[config.mk]
export PLATFORM = sky130hd
export DESIGN_NAME = disjoint_range_tracker
export DESIGN_NICKNAME = d
export VERILOG_FILES = /design/src/sv/drt_pkg.sv /design/src/sv/drt_datapath.sv /design/src/sv/drt_ctrl.sv /design/src/sv/disjoint_range_tracker.sv
export SDC_FILE = /design/constraint.sdc
export NUM_CORES = 2
export LEC_CHECK = 0
export BUFFER_PORTS_ARGS = -buffer_cell sky130_fd_sc_hd__buf_2
export CORE_MARGIN = 2
export CORE_UTILIZATION = 50
export CTS_CLUSTER_DIAMETER = 50
export CTS_CLUSTER_SIZE = 24
export DETAILED_ROUTE_END_ITERATION = 6
export GPL_TIMING_DRIVEN = 1
export PLACE_DENSITY = 0.68
export SYNTH_ARGS = -nofsm -noshare
export SYNTH_HDL_FRONTEND = slang
export SYNTH_SLANG_ARGS = --single-unit
[constraint.sdc]
create_clock -name i_clk -period 9.4 [get_ports i_clk]
set_clock_uncertainty 0.15 [all_clocks]
set_input_delay 1.41 -clock i_clk [delete_from_list [all_inputs] [get_ports i_clk]]
set_output_delay 1.41 -clock i_clk [all_outputs]
set_load 0.005 [all_outputs]
[src/sv/drt_pkg.sv]
// ----------------------------------------------------------------------------
// drt_pkg
// Shared types and constants of the disjoint range tracker.
// ----------------------------------------------------------------------------
package drt_pkg;

    localparam int MaxRanges = 16;
    localparam int ValueBits = 16;

    localparam logic       ActAdd  = 1'b0;
    localparam logic       ActList = 1'b1;

    localparam logic [1:0] StOk     = 2'd0;
    localparam logic [1:0] StFull   = 2'd1;
    localparam logic [1:0] StEmpty  = 2'd2;
    localparam logic [1:0] StListed = 2'd3;

    // controller to datapath commands
    typedef struct packed {
        logic load;      // capture input beat, run compare
        logic apply;     // perform table update
        logic list_clr;  // reset list index
        logic list_inc;  // advance list index
        logic out_add;   // load add result into output register
        logic out_list;  // load listed range into output register
        logic out_empty; // load empty status into output register
        logic out_take;  // output beat consumed
    } t_cmd;

    // datapath to controller status
    typedef struct packed {
        logic is_list;
        logic empty;
        logic list_last;
        logic out_full;
    } t_sts;

endpackage

[src/sv/drt_datapath.sv]
// ----------------------------------------------------------------------------
// drt_datapath
// Range table with parallel compare, shift/merge update and list readout.
// ----------------------------------------------------------------------------
module drt_datapath #(
    parameter int MAX_RANGES = drt_pkg::MaxRanges,
    parameter int VALUE_BITS = drt_pkg::ValueBits
) (
    input  logic                  i_clk,
    input  logic                  i_rst_n,
    input  logic                  i_action,
    input  logic [VALUE_BITS-1:0] i_value,
    input  drt_pkg::t_cmd         i_cmd,
    output drt_pkg::t_sts         o_sts,
    output logic [VALUE_BITS-1:0] o_range_start,
    output logic [VALUE_BITS-1:0] o_range_end,
    output logic                  o_is_last,
    output logic [1:0]            o_status
);
    localparam int IW = $clog2(MAX_RANGES);
    localparam int CW = $clog2(MAX_RANGES + 1);

    logic [VALUE_BITS-1:0] r_starts [MAX_RANGES];
    logic [VALUE_BITS-1:0] r_ends   [MAX_RANGES];
    logic [CW-1:0]         r_count;
    logic                  r_act;
    logic [VALUE_BITS-1:0] r_val;
    logic [CW-1:0]         r_pos;
    logic                  r_cont, r_left, r_right;
    logic [IW-1:0]         r_idx;
    logic                  r_ovld;
    logic [VALUE_BITS-1:0] r_os, r_oe;
    logic                  r_olast;
    logic [1:0]            r_ost;

    // parallel compare against all cells
    logic [MAX_RANGES-1:0] le;
    logic [CW-1:0]         n_pos;
    logic                  n_cont, n_left, n_right;
    logic [VALUE_BITS:0]   v_ext;
    always_comb begin
        v_ext = {1'b0, r_val};
        for (int i = 0; i < MAX_RANGES; i++)
            le[i] = (CW'(i) < r_count) && (r_starts[i] <= r_val);
        n_pos = CW'($countones(le));
        n_cont = 1'b0; n_left = 1'b0; n_right = 1'b0;
        if (n_pos != '0) begin
            n_cont = r_ends[IW'(n_pos - 1'b1)] >= r_val;
            n_left = ({1'b0, r_ends[IW'(n_pos - 1'b1)]} + 1'b1) == v_ext;
        end
        if (n_pos < r_count)
            n_right = {1'b0, r_starts[IW'(n_pos)]} == v_ext + 1'b1;
    end

    logic grow, merge, full;
    assign merge = r_left && r_right;
    assign full  = r_count == CW'(MAX_RANGES);
    assign grow  = !r_cont && !r_left && !r_right && !full;

    // compare stage and update stage
    always_ff @(posedge i_clk) begin
        if (!i_rst_n) begin
            r_count <= '0;
        end else begin
            if (i_cmd.apply && !r_cont) begin
                if (merge) r_count <= r_count - 1'b1;
                else if (grow) r_count <= r_count + 1'b1;
            end
        end
        if (i_cmd.load) begin
            r_act <= i_action;
            r_val <= i_value;
        end
        r_pos <= n_pos; r_cont <= n_cont; r_left <= n_left; r_right <= n_right;
        if (i_cmd.apply && !r_cont) begin
            for (int i = 0; i < MAX_RANGES; i++) begin
                if (merge) begin
                    if (CW'(i) + 1'b1 == r_pos) r_ends[i] <= r_ends[IW'(r_pos)];
                    else if (CW'(i) >= r_pos && i + 1 < MAX_RANGES) begin
                        r_starts[i] <= r_starts[(i + 1) % MAX_RANGES];
                        r_ends[i]   <= r_ends[(i + 1) % MAX_RANGES];
                    end
                end else if (r_left) begin
                    if (CW'(i) + 1'b1 == r_pos) r_ends[i] <= r_val;
                end else if (r_right) begin
                    if (CW'(i) == r_pos) r_starts[i] <= r_val;
                end else if (grow) begin
                    if (CW'(i) == r_pos) begin
                        r_starts[i] <= r_val;
                        r_ends[i]   <= r_val;
                    end else if (CW'(i) > r_pos && i > 0) begin
                        r_starts[i] <= r_starts[(i + MAX_RANGES - 1) % MAX_RANGES];
                        r_ends[i]   <= r_ends[(i + MAX_RANGES - 1) % MAX_RANGES];
                    end
                end
            end
        end
    end

    // list index and output register
    always_ff @(posedge i_clk) begin
        if (!i_rst_n) begin
            r_ovld <= 1'b0;
            r_idx  <= '0;
        end else begin
            if (i_cmd.list_clr) r_idx <= '0;
            else if (i_cmd.list_inc) r_idx <= r_idx + 1'b1;
            if (i_cmd.out_add || i_cmd.out_list || i_cmd.out_empty) r_ovld <= 1'b1;
            else if (i_cmd.out_take) r_ovld <= 1'b0;
        end
        if (i_cmd.out_add) begin
            r_os <= '0; r_oe <= '0; r_olast <= 1'b1;
            r_ost <= (!r_cont && !r_left && !r_right && full) ? drt_pkg::StFull
                                                               : drt_pkg::StOk;
        end else if (i_cmd.out_empty) begin
            r_os <= '0; r_oe <= '0; r_olast <= 1'b1; r_ost <= drt_pkg::StEmpty;
        end else if (i_cmd.out_list) begin
            r_os    <= r_starts[r_idx];
            r_oe    <= r_ends[r_idx];
            r_olast <= (CW'(r_idx) + 1'b1) == r_count;
            r_ost   <= drt_pkg::StListed;
        end
    end

    assign o_sts.is_list   = r_act == drt_pkg::ActList;
    assign o_sts.empty     = r_count == '0;
    assign o_sts.list_last = (CW'(r_idx) + 1'b1) == r_count;
    assign o_sts.out_full  = r_ovld;
    assign o_range_start = r_os;
    assign o_range_end   = r_oe;
    assign o_is_last     = r_olast;
    assign o_status      = r_ost;
endmodule

[src/sv/drt_ctrl.sv]
// ----------------------------------------------------------------------------
// drt_ctrl
// Sequencer: accept, compare, update or list, hand results to output register.
// ----------------------------------------------------------------------------
module drt_ctrl (
    input  logic          i_clk,
    input  logic          i_rst_n,
    input  logic          i_valid,
    input  logic          i_stall,
    input  drt_pkg::t_sts i_sts,
    output logic          o_stall,
    output logic          o_valid,
    output drt_pkg::t_cmd o_cmd
);
    typedef enum logic [3:0] {
        S_IDLE = 4'b0001,
        S_CMP  = 4'b0010,
        S_UPD  = 4'b0100,
        S_LIST = 4'b1000
    } t_state;

    t_state r_state, n_state;
    logic   take;

    assign take    = i_sts.out_full && !i_stall;
    assign o_valid = i_sts.out_full;
    assign o_stall = r_state != S_IDLE;

    always_comb begin
        n_state = r_state;
        o_cmd   = '0;
        o_cmd.out_take = take;
        unique case (r_state)
            S_IDLE: begin
                if (i_valid) begin
                    o_cmd.load = 1'b1;
                    n_state = S_CMP;
                end
            end
            S_CMP: begin
                o_cmd.list_clr = 1'b1;
                n_state = i_sts.is_list ? S_LIST : S_UPD;
            end
            S_UPD: begin
                if (!i_sts.out_full || take) begin
                    o_cmd.apply   = 1'b1;
                    o_cmd.out_add = 1'b1;
                    n_state = S_IDLE;
                end
            end
            S_LIST: begin
                if (!i_sts.out_full || take) begin
                    if (i_sts.empty) begin
                        o_cmd.out_empty = 1'b1;
                        n_state = S_IDLE;
                    end else begin
                        o_cmd.out_list = 1'b1;
                        o_cmd.list_inc = 1'b1;
                        if (i_sts.list_last) n_state = S_IDLE;
                    end
                end
            end
            default: n_state = S_IDLE;
        endcase
    end

    // state register
    always_ff @(posedge i_clk) begin
        if (!i_rst_n) begin
            r_state <= S_IDLE;
        end else begin
            r_state <= n_state;
        end
    end
endmodule

[src/sv/disjoint_range_tracker.sv]
// ----------------------------------------------------------------------------
// disjoint_range_tracker
// Sorted table of disjoint inclusive ranges with add and list commands.
// ----------------------------------------------------------------------------
// Input channel (i_valid / o_stall) carries action and value. Output channel
// (o_valid / i_stall) carries range_start, range_end, is_last and status.
// An add beat is taken in idle, compared against every table cell in
// parallel in the next cycle, then the shift or merge is applied while the
// result goes into the output register once that register is free.
// A list beat gives one result beat per stored range, read from the table
// in order, or a single empty-status beat when the table is empty.
// The next input beat is taken while the last result still waits in the
// output register. When the receiver stalls, the result is held and the
// sequencer waits before loading the next one.
// Reset (synchronous, active low) empties the table and drops any result.
// ----------------------------------------------------------------------------
module disjoint_range_tracker #(
    parameter int MAX_RANGES = drt_pkg::MaxRanges,
    parameter int VALUE_BITS = drt_pkg::ValueBits
) (
    input  logic                  i_clk,
    input  logic                  i_rst_n,
    input  logic                  i_valid,
    output logic                  o_stall,
    input  logic                  i_action,
    input  logic [VALUE_BITS-1:0] i_value,
    output logic                  o_valid,
    input  logic                  i_stall,
    output logic [VALUE_BITS-1:0] o_range_start,
    output logic [VALUE_BITS-1:0] o_range_end,
    output logic                  o_is_last,
    output logic [1:0]            o_status
);
    drt_pkg::t_cmd cmd;
    drt_pkg::t_sts sts;

    // sequencer
    drt_ctrl u_ctrl (
        .i_clk(i_clk), .i_rst_n(i_rst_n), .i_valid(i_valid), .i_stall(i_stall),
        .i_sts(sts), .o_stall(o_stall), .o_valid(o_valid), .o_cmd(cmd)
    );

    // range table
    drt_datapath #(.MAX_RANGES(MAX_RANGES), .VALUE_BITS(VALUE_BITS)) u_dp (
        .i_clk(i_clk), .i_rst_n(i_rst_n), .i_action(i_action), .i_value(i_value),
        .i_cmd(cmd), .o_sts(sts), .o_range_start(o_range_start),
        .o_range_end(o_range_end), .o_is_last(o_is_last), .o_status(o_status)
    );
endmodule
---- After elaboration in Yosys (flattened, before gate mapping) ----
Memory sizes are Yosys's and may differ from the RTL's. A register that Yosys moved wholly into a read port is not among the register bits.
Cells that the tools add are included.
word-level totals
  word-level logic and storage cells ...... 914
  memory bits (writable) .................. 512
  input bits .............................. 21
  flip-flop bits (word level) ............. 42
  output and inout port bits .............. 37
  memories ................................ 2
operators by class
  $lt $le $gt $ge ......................... 64
  bitwise logic cells ..................... 109
  reduce and logical (&&, ||, !) cells .... 42
  eq/ne operators ......................... 29
  add/sub/neg operators ................... 22
  multiplexer cells ....................... 634
memories
  memory         words  bits a word  read ports  clocked after Yosys merged registers in  wr ports  line                RTL
  u_dp.r_ends    16     16           19          2                                        16        drt_datapath.sv:24  logic [VALUE_BITS-1:0] r_ends [MAX_RANGES];
  u_dp.r_starts  16     16           18          1                                        16        drt_datapath.sv:23  logic [VALUE_BITS-1:0] r_starts [MAX_RANGES];
operator list
  cell                     count
  $mux W16                 108
  $mux W1                  512
  $le A16 B16 Y1           16
  $or A1 B1 Y1             108
  $eq A4 B5 Y1 const A     8
  $gt A4 B5 Y1 const A     8
  $lt A4 B5 Y1 const A     8
  $add A5 B5 Y5            7
  $ge A4 B5 Y1 const A     7
  $add A16 B1 Y17 const B  2
  $mux W4                  6
  $logic_and A1 B1 Y1      23
  $eq A3 B5 Y1 const A     4
  $ge A3 B5 Y1 const A     4
  $gt A3 B5 Y1 const A     4
  $lt A3 B5 Y1 const A     4
  $eq A16 B17 Y1           1
  $eq A17 B16 Y1           1
  $add A1 B1 Y2            8
  $ge A16 B16 Y1           1
  $pmux W4 S4              1
  $eq A2 B5 Y1 const A     2
  $ge A1 B5 Y1 const A     2
  $ge A2 B5 Y1 const A     2
  other kinds (34)         53

---- Depth between registers and ports, before layout ----
  depth after elaboration ................. 12
  depth in mapped cells ................... 44
  depth with buffers taken out ............ 40

---- Modules after synthesis ----
Synthesis repeated with hierarchy kept, for this count alone.
second synthesis, totals
  cells, all modules ...................... 4796
  area total of the unflattened synthesis .. 48710.5 um2
modules (own cells, without submodules)
  module        sequential area each (um2)  area an instance (um2)  cells each  instances
  drt_datapath  16966.3                     48416.4                 4762        1
  drt_ctrl      80.1                        294.0                   34          1

---- Least setup slack after synthesis ----
Ideal clock, no wire load.
  kind .................................... reg2reg
  from .................................... register u_dp.r_val[1]
  to ...................................... register u_dp.r_cont
  library setup time ...................... 0.127 ns
  buffers on the path ..................... 8
  required time ........................... 9.123 ns
  path slack .............................. -0.277 ns
  clock period less this slack ............ 9.677 ns
  stages on the path, launching flop included .. 40
  data arrival time ....................... 9.401 ns
  cell sequence ........................... edfxtp_1 inv_1 ha_1 nor2b_1 o21a_1 o21a_1 o21a_1 o21a_1 o21a_1 o21ai_0 a21oi_1 or3_1 a21oi_1 ha_1 fa_1 fa_1 inv_1 fa_1 [... 4 more ...] buf_1 buf_1 inv_1 ha_1 buf_2 buf_2 buf_2 buf_2 buf_2 mux4_2 mux2i_1 a211oi_1 ha_1 a21o_1 a21o_1 a21oi_1 o211a_1 a211oi_1
between the ends
  longest elaborated chain between the ends .. 9
  elaborated cells on any way between the ends .. 51
  those cells by class .................... add/sub: 16; order compare: 17; reduce/logical: 17; memory: 1
ends and longest elaborated chain
  what                                              line                RTL
  start, declared                                   drt_datapath.sv:27  logic [VALUE_BITS-1:0] r_val;
  start signal, assigned                            drt_datapath.sv:72  r_val <= i_value;
  $le A16 B16 Y1                                    drt_datapath.sv:44  le[i] = (CW'(i) < r_count) && (r_starts[i] <= r_val);
  $logic_and A1 B1 Y1                               drt_datapath.sv:44
  $add A1 B1 Y2 (not written as such)               drt_datapath.sv:45  n_pos = CW'($countones(le));
  $add A5 B5 Y5 (not written as such) (2 in a row)  drt_datapath.sv:45
  $add A5 B5 Y5 (not written as such) *             drt_datapath.sv:45
  net u_dp.n_pos[1]                                 drt_datapath.sv:38  logic [CW-1:0] n_pos;
  $sub A4 B1 Y4                                     drt_datapath.sv:48  n_cont = r_ends[IW'(n_pos - 1'b1)] >= r_val;
  $mem_v2 Z16 W16                                   --
  $ge A16 B16 Y1                                    drt_datapath.sv:48
  end signal, assigned                              drt_datapath.sv:74  r_pos <= n_pos; r_cont <= n_cont; r_left <= n_left; r_right <= n_right;
  end, declared                                     drt_datapath.sv:29  logic r_cont, r_left, r_right;
Mark *: on every way through the listed nets, which the timed path passes. The rest lies on a longest branch.
A chain may end at the register's enable or synchronous reset.

---- Final worst setup path ----
  from .................................... register u_dp.r_val[1]
  to ...................................... register u_dp.r_cont
between the ends
  longest elaborated chain between the ends .. 9
  elaborated cells on any way between the ends .. 51
  those cells by class .................... add/sub: 16; order compare: 17; reduce/logical: 17; memory: 1
ends and longest elaborated chain
  what                                              line
  $le A16 B16 Y1                                    drt_datapath.sv:44
  $logic_and A1 B1 Y1                               drt_datapath.sv:44
  $add A1 B1 Y2 (not written as such)               drt_datapath.sv:45
  $add A5 B5 Y5 (not written as such) (3 in a row)  drt_datapath.sv:45
  $sub A4 B1 Y4                                     drt_datapath.sv:48
  $mem_v2 Z16 W16                                   --
  $ge A16 B16 Y1                                    drt_datapath.sv:48
Several ways; a longest one is shown, not always the timed one.

==> implementation parameters <==
Parameter                              Value

Outcome
  Status ... completed

Min path
  Endpoint of the worst hold-timing path ... u_dp.o_is_last
  Hold crit path type ... reg2reg
  Worst min-delay path startpoint ... u_dp.o_is_last
  Number of cells on the worst hold path ... 2

Setup path
  Path type of the worst setup path ... reg2reg
  Most numerous cell on the critical path ... a21o_1
  Setup slack of the worst register-to-register path ... 0.32 ns
  Slowest cell on the critical path ... fa_1
  Beginning of the worst register-to-register path ... u_dp.r_val[1]
  Slowest stage delay, CP ... 0.61 ns
  Startpoint kind of the worst setup timing path ... register
  R2r worst-path depth ... 39
  End of the worst register-to-register path ... u_dp.r_cont
  WP data required ... 9.82 ns
  Maximum fanout along the worst path ... 6
  Worst Path Arrival ... 9.51 ns
  Critical Path End Type ... register

GRT
  Number of antenna violations at the first check in global routing ... 7
  Global routing usage summed across all routing layers ... 0.3575
  Global-route wire length before repair ... 262.8 mm
  Via count of the first global-routing pass ... 38640
  Pin count of the biggest net entering global routing ... 95
  Total congestion overflow after global routing ... 0

STA
  Shortest period the worst path allows ... 9.083 ns
  Setup TNS after final layout ... 0 ns
  Headroom to the max-slew limit ... 0.1585
  Upper clock frequency limit ... 110.1 MHz
  Number of slew-limit violations in the final report ... 0
  PnR worst setup slack ... 0.3166 ns
  Ratio of final minimum period to clock period ... 0.9663
  Slew at the pin closest to its max-slew limit ... 1.259 ns
  Hold violation total from the final report ... 0
  Final setup violating endpoints ... 0

Place
  Worst slack, placed ... 0.1306 ns
  Placed cell count ... 5837
  Routability Congestion ... 1.009
  Total half-perimeter wirelength after legalization and detailed placement ... 128.1 mm
  Number of port buffers ... 57

Cells and area
  Count of placed standard cells in the final layout, fillers left out ... 6005
  Storage cell area ... 17070 um^2
  Final Util ... 0.5544
  Total inserted antenna cells ... 0
  Multi-input combinational cell area ... 29710 um^2
  Synthesis-to-finish area growth ... 10.47%
  Number of nets in the final layout ... 4985
  Filler Cell Count ... 8271
  Layout cell share with drive strength beyond 1 ... 0.1846

Clock tree
  Latest clock arrival within the worst-skew pair ... 0.72 ns
  Deepest level of the CTS H-tree ... 3
  Count of clock tree sinks ... 586
  Clock Pin Slew Worst Setup and Hold Paths ... 0.06 ns
  Hold-fix buffer count after cts ... 0
  Clock Tree Root ... clkbuf_16
  CTS tree ... built
  CTS buffer count ... 86
  Number of buffers on the longest clock path ... 3

Routing
  Vias per inst ... 6.923
  DR pass1 iterations ... 7
  Avg WL per Cell ... 29.93 um
  Drt total wl ... 179.7 mm
  Initial drt markers ... 6749
  Number of nets with antenna violations after routing ... 0
  DR DRC count ... 0
  Via count ... 41570

Die
  Die outline area ... 99150 um^2
  Vertical die dimension ... 314.9 um
  Starting utilization of the core area ... 0.5019
  Area inside the core boundary ... 96280 um^2
  X dimension of the die ... 314.9 um
  Top-Level Pins ... 58
  Count of standard-cell rows ... 114

Logic synthesis
  Synth warn ... 0
  Compound-gate portion of the synthesized area ... 0.1441
  Post-synthesis cell area ... 48320 um^2
  Synth Net Count ... 5066
  Share of synthesized cell area in full adder, half adder and majority cells ... 0.08146
  Simple-gate share of the synthesized area ... 0.1209
  Average cell area after synthesis ... 10.20 um^2
  Count of different cell masters after synthesis ... 74
  Synth async-reset ratio ... 0
  Top_reg_cell synth ... edfxtp_1
  Mux share of post-synthesis cell area ... 0.2511
  Sequential cell area fraction in the yosys report ... 0.3528
  Post-synth EDFFs ... 531
  Total of flip-flops plus latches after synthesis ... 586
  Post-synthesis share of cell area spent on xor and xnor gates ... 0.009943
  Dominant combinational cell family by area after synthesis ... multiplexers
  Gate count after technology mapping ... 4737

Power and ir drop
  Total power ... 6.755 mW
  Power density of the placed cells ... 126.6 nW/um^2
  Worst vdd rail ir drop ... 128.8 uV
  LEAKAGE ... 19.14 nW

Run
  Number of maximum-capacitance constraint violations ... 0
==> synthesized netlist by cell type (29+ instances only) <==
cell type / number / area share
buf_2: 38 / 0.0039
mux4_2: 381 / 0.18
nor2_1: 282 / 0.022
ha_1: 297 / 0.077
clkbuf_1: 283 / 0.022
mux2i_1: 314 / 0.065
inv_1: 63 / 0.0049
nand4_1: 60 / 0.0078
edfxtp_1: 531 / 0.33
xnor2_1: 40 / 0.0073
a21oi_1: 422 / 0.044
buf_1: 58 / 0.0045
nand2b_1: 29 / 0.0038
nand2_1: 750 / 0.058
dfxtp_1: 55 / 0.023
o21ai_0: 526 / 0.054
nor2b_1: 31 / 0.0040
o21a_1: 67 / 0.010
nand3_1: 103 / 0.011
a21o_1: 59 / 0.0092
a22oi_1: 78 / 0.012
==> where the power goes <==
group / switching [mW] / internal, mW
sequential: 0.0125 / 2.82
clock: 1.55 / 1.89
combinational: 0.315 / 0.174
total: 1.87 / 4.88
==> cells in the final DEF (no fill, tap or decap), drive strengths merged, types with 5 or more instances in the layout <==
| cell | instances |
|---|---|
| a22oi | 78 |
| mux2 | 18 |
| inv | 94 |
| edfxtp | 531 |
| buf | 222 |
| nor3b | 5 |
| and3 | 16 |
| o21ai | 535 |
| clkinvlp | 10 |
| a21o | 59 |
| nand2b | 29 |
| o211ai | 12 |
| o21a | 67 |
| nor3 | 24 |
| xnor2 | 41 |
| clkbuf | 92 |
| a31oi | 9 |
| a2bb2oi | 5 |
| clkinv | 36 |
| nor4 | 6 |
| or3 | 11 |
| dfxtp | 55 |
| nand3 | 103 |
| and4 | 9 |
| a21oi | 422 |
| mux2i | 314 |
| a211oi | 9 |
| nand3b | 5 |
| and2 | 7 |
| ha | 297 |
| nand4 | 60 |
| xor2 | 13 |
| mux4 | 389 |
| fa | 11 |
| nand2 | 750 |
| nor2 | 285 |
| o22ai | 20 |
| nor2b | 31 |
==> how the worst max path moves through the flow <==
stage,startpoint,endpoint,cells after the start
after floorplan,u_dp.r_val[1],u_dp.r_cont,41
after global placement,u_dp.r_val[1],u_dp.r_cont,39
final,u_dp.r_val[1],u_dp.r_cont,39
after CTS,u_dp.r_val[1],u_dp.r_cont,38
after global routing,u_dp.r_val[1],u_dp.r_cont,41
after detailed placement,u_dp.r_val[1],u_dp.r_cont,39
==> metrics by stage <==
step           hold WS [ns]  instance area (um^2)
2_1_floorplan        0.3227                 48340
3_3_place_gp         0.3197                 50220
3_5_place_dp         0.3210                 50220
4_1_cts              0.3360                 53230
5_1_grt              0.3626                 53380
6_report             0.3319                 53380
==> routing by layer <==
metal	share of wire	global-route usage
met1	0.39	0.5233
met3	0.17	0.1427
met4	0.029	0.09686
met5	0.00095	0.01064
met2	0.40	0.4861
==> critical path, delay by kind of cell (launching register included) <==
family / cells / cell delay [ns]
XOR/XNOR: 1 / 0.14
multiplexers: 2 / 0.55
adder cells (fa/ha/maj): 9 / 3.67
AND/OR/NAND/NOR: 4 / 0.43
flip-flops: 1 / 0.42
AO/OA/AOI/OAI: 18 / 2.87
buffers and inverters: 5 / 0.67
==> area by class of cell <==
class,count,area share
clock buffer,92,0.04151
clock inverter,69,0.01488
inverter,74,0.005532
multi-input combinational,3686,0.5565
sequential,586,0.3197
tap,1276,0.02991
timing repair buffer,222,0.03190
==> state kept, by name, summed over array words and instances (netlist names), 2 cells and up <==
signal,flops
u_ctrl.r_state,4
u_dp.o_range_end,16
u_dp.o_range_start,16
u_dp.o_status,2
u_dp.r_count,5
u_dp.r_ends,256
u_dp.r_idx,4
u_dp.r_pos,5
u_dp.r_starts,256
u_dp.r_val,16
==> cells by family (layout without fill, tap and decap cells) <==
group | count (synthesis) | count (layout)
buf+inv | 465 | 457
simple gates | 1359 | 1359
flops | 586 | 586
xor+xnor | 54 | 54
fa+ha+maj | 308 | 308
mux | 721 | 721
compound gates | 1244 | 1244
==> repair_timing <==
| action | CTS | global route |
|---|---|---|
| resized for setup | 0 | 20 |
| setup buffers | 0 | 7 |
| endpoints found under the setup margin | 0 | 3 |
Power figures use the tool's default switching activity.
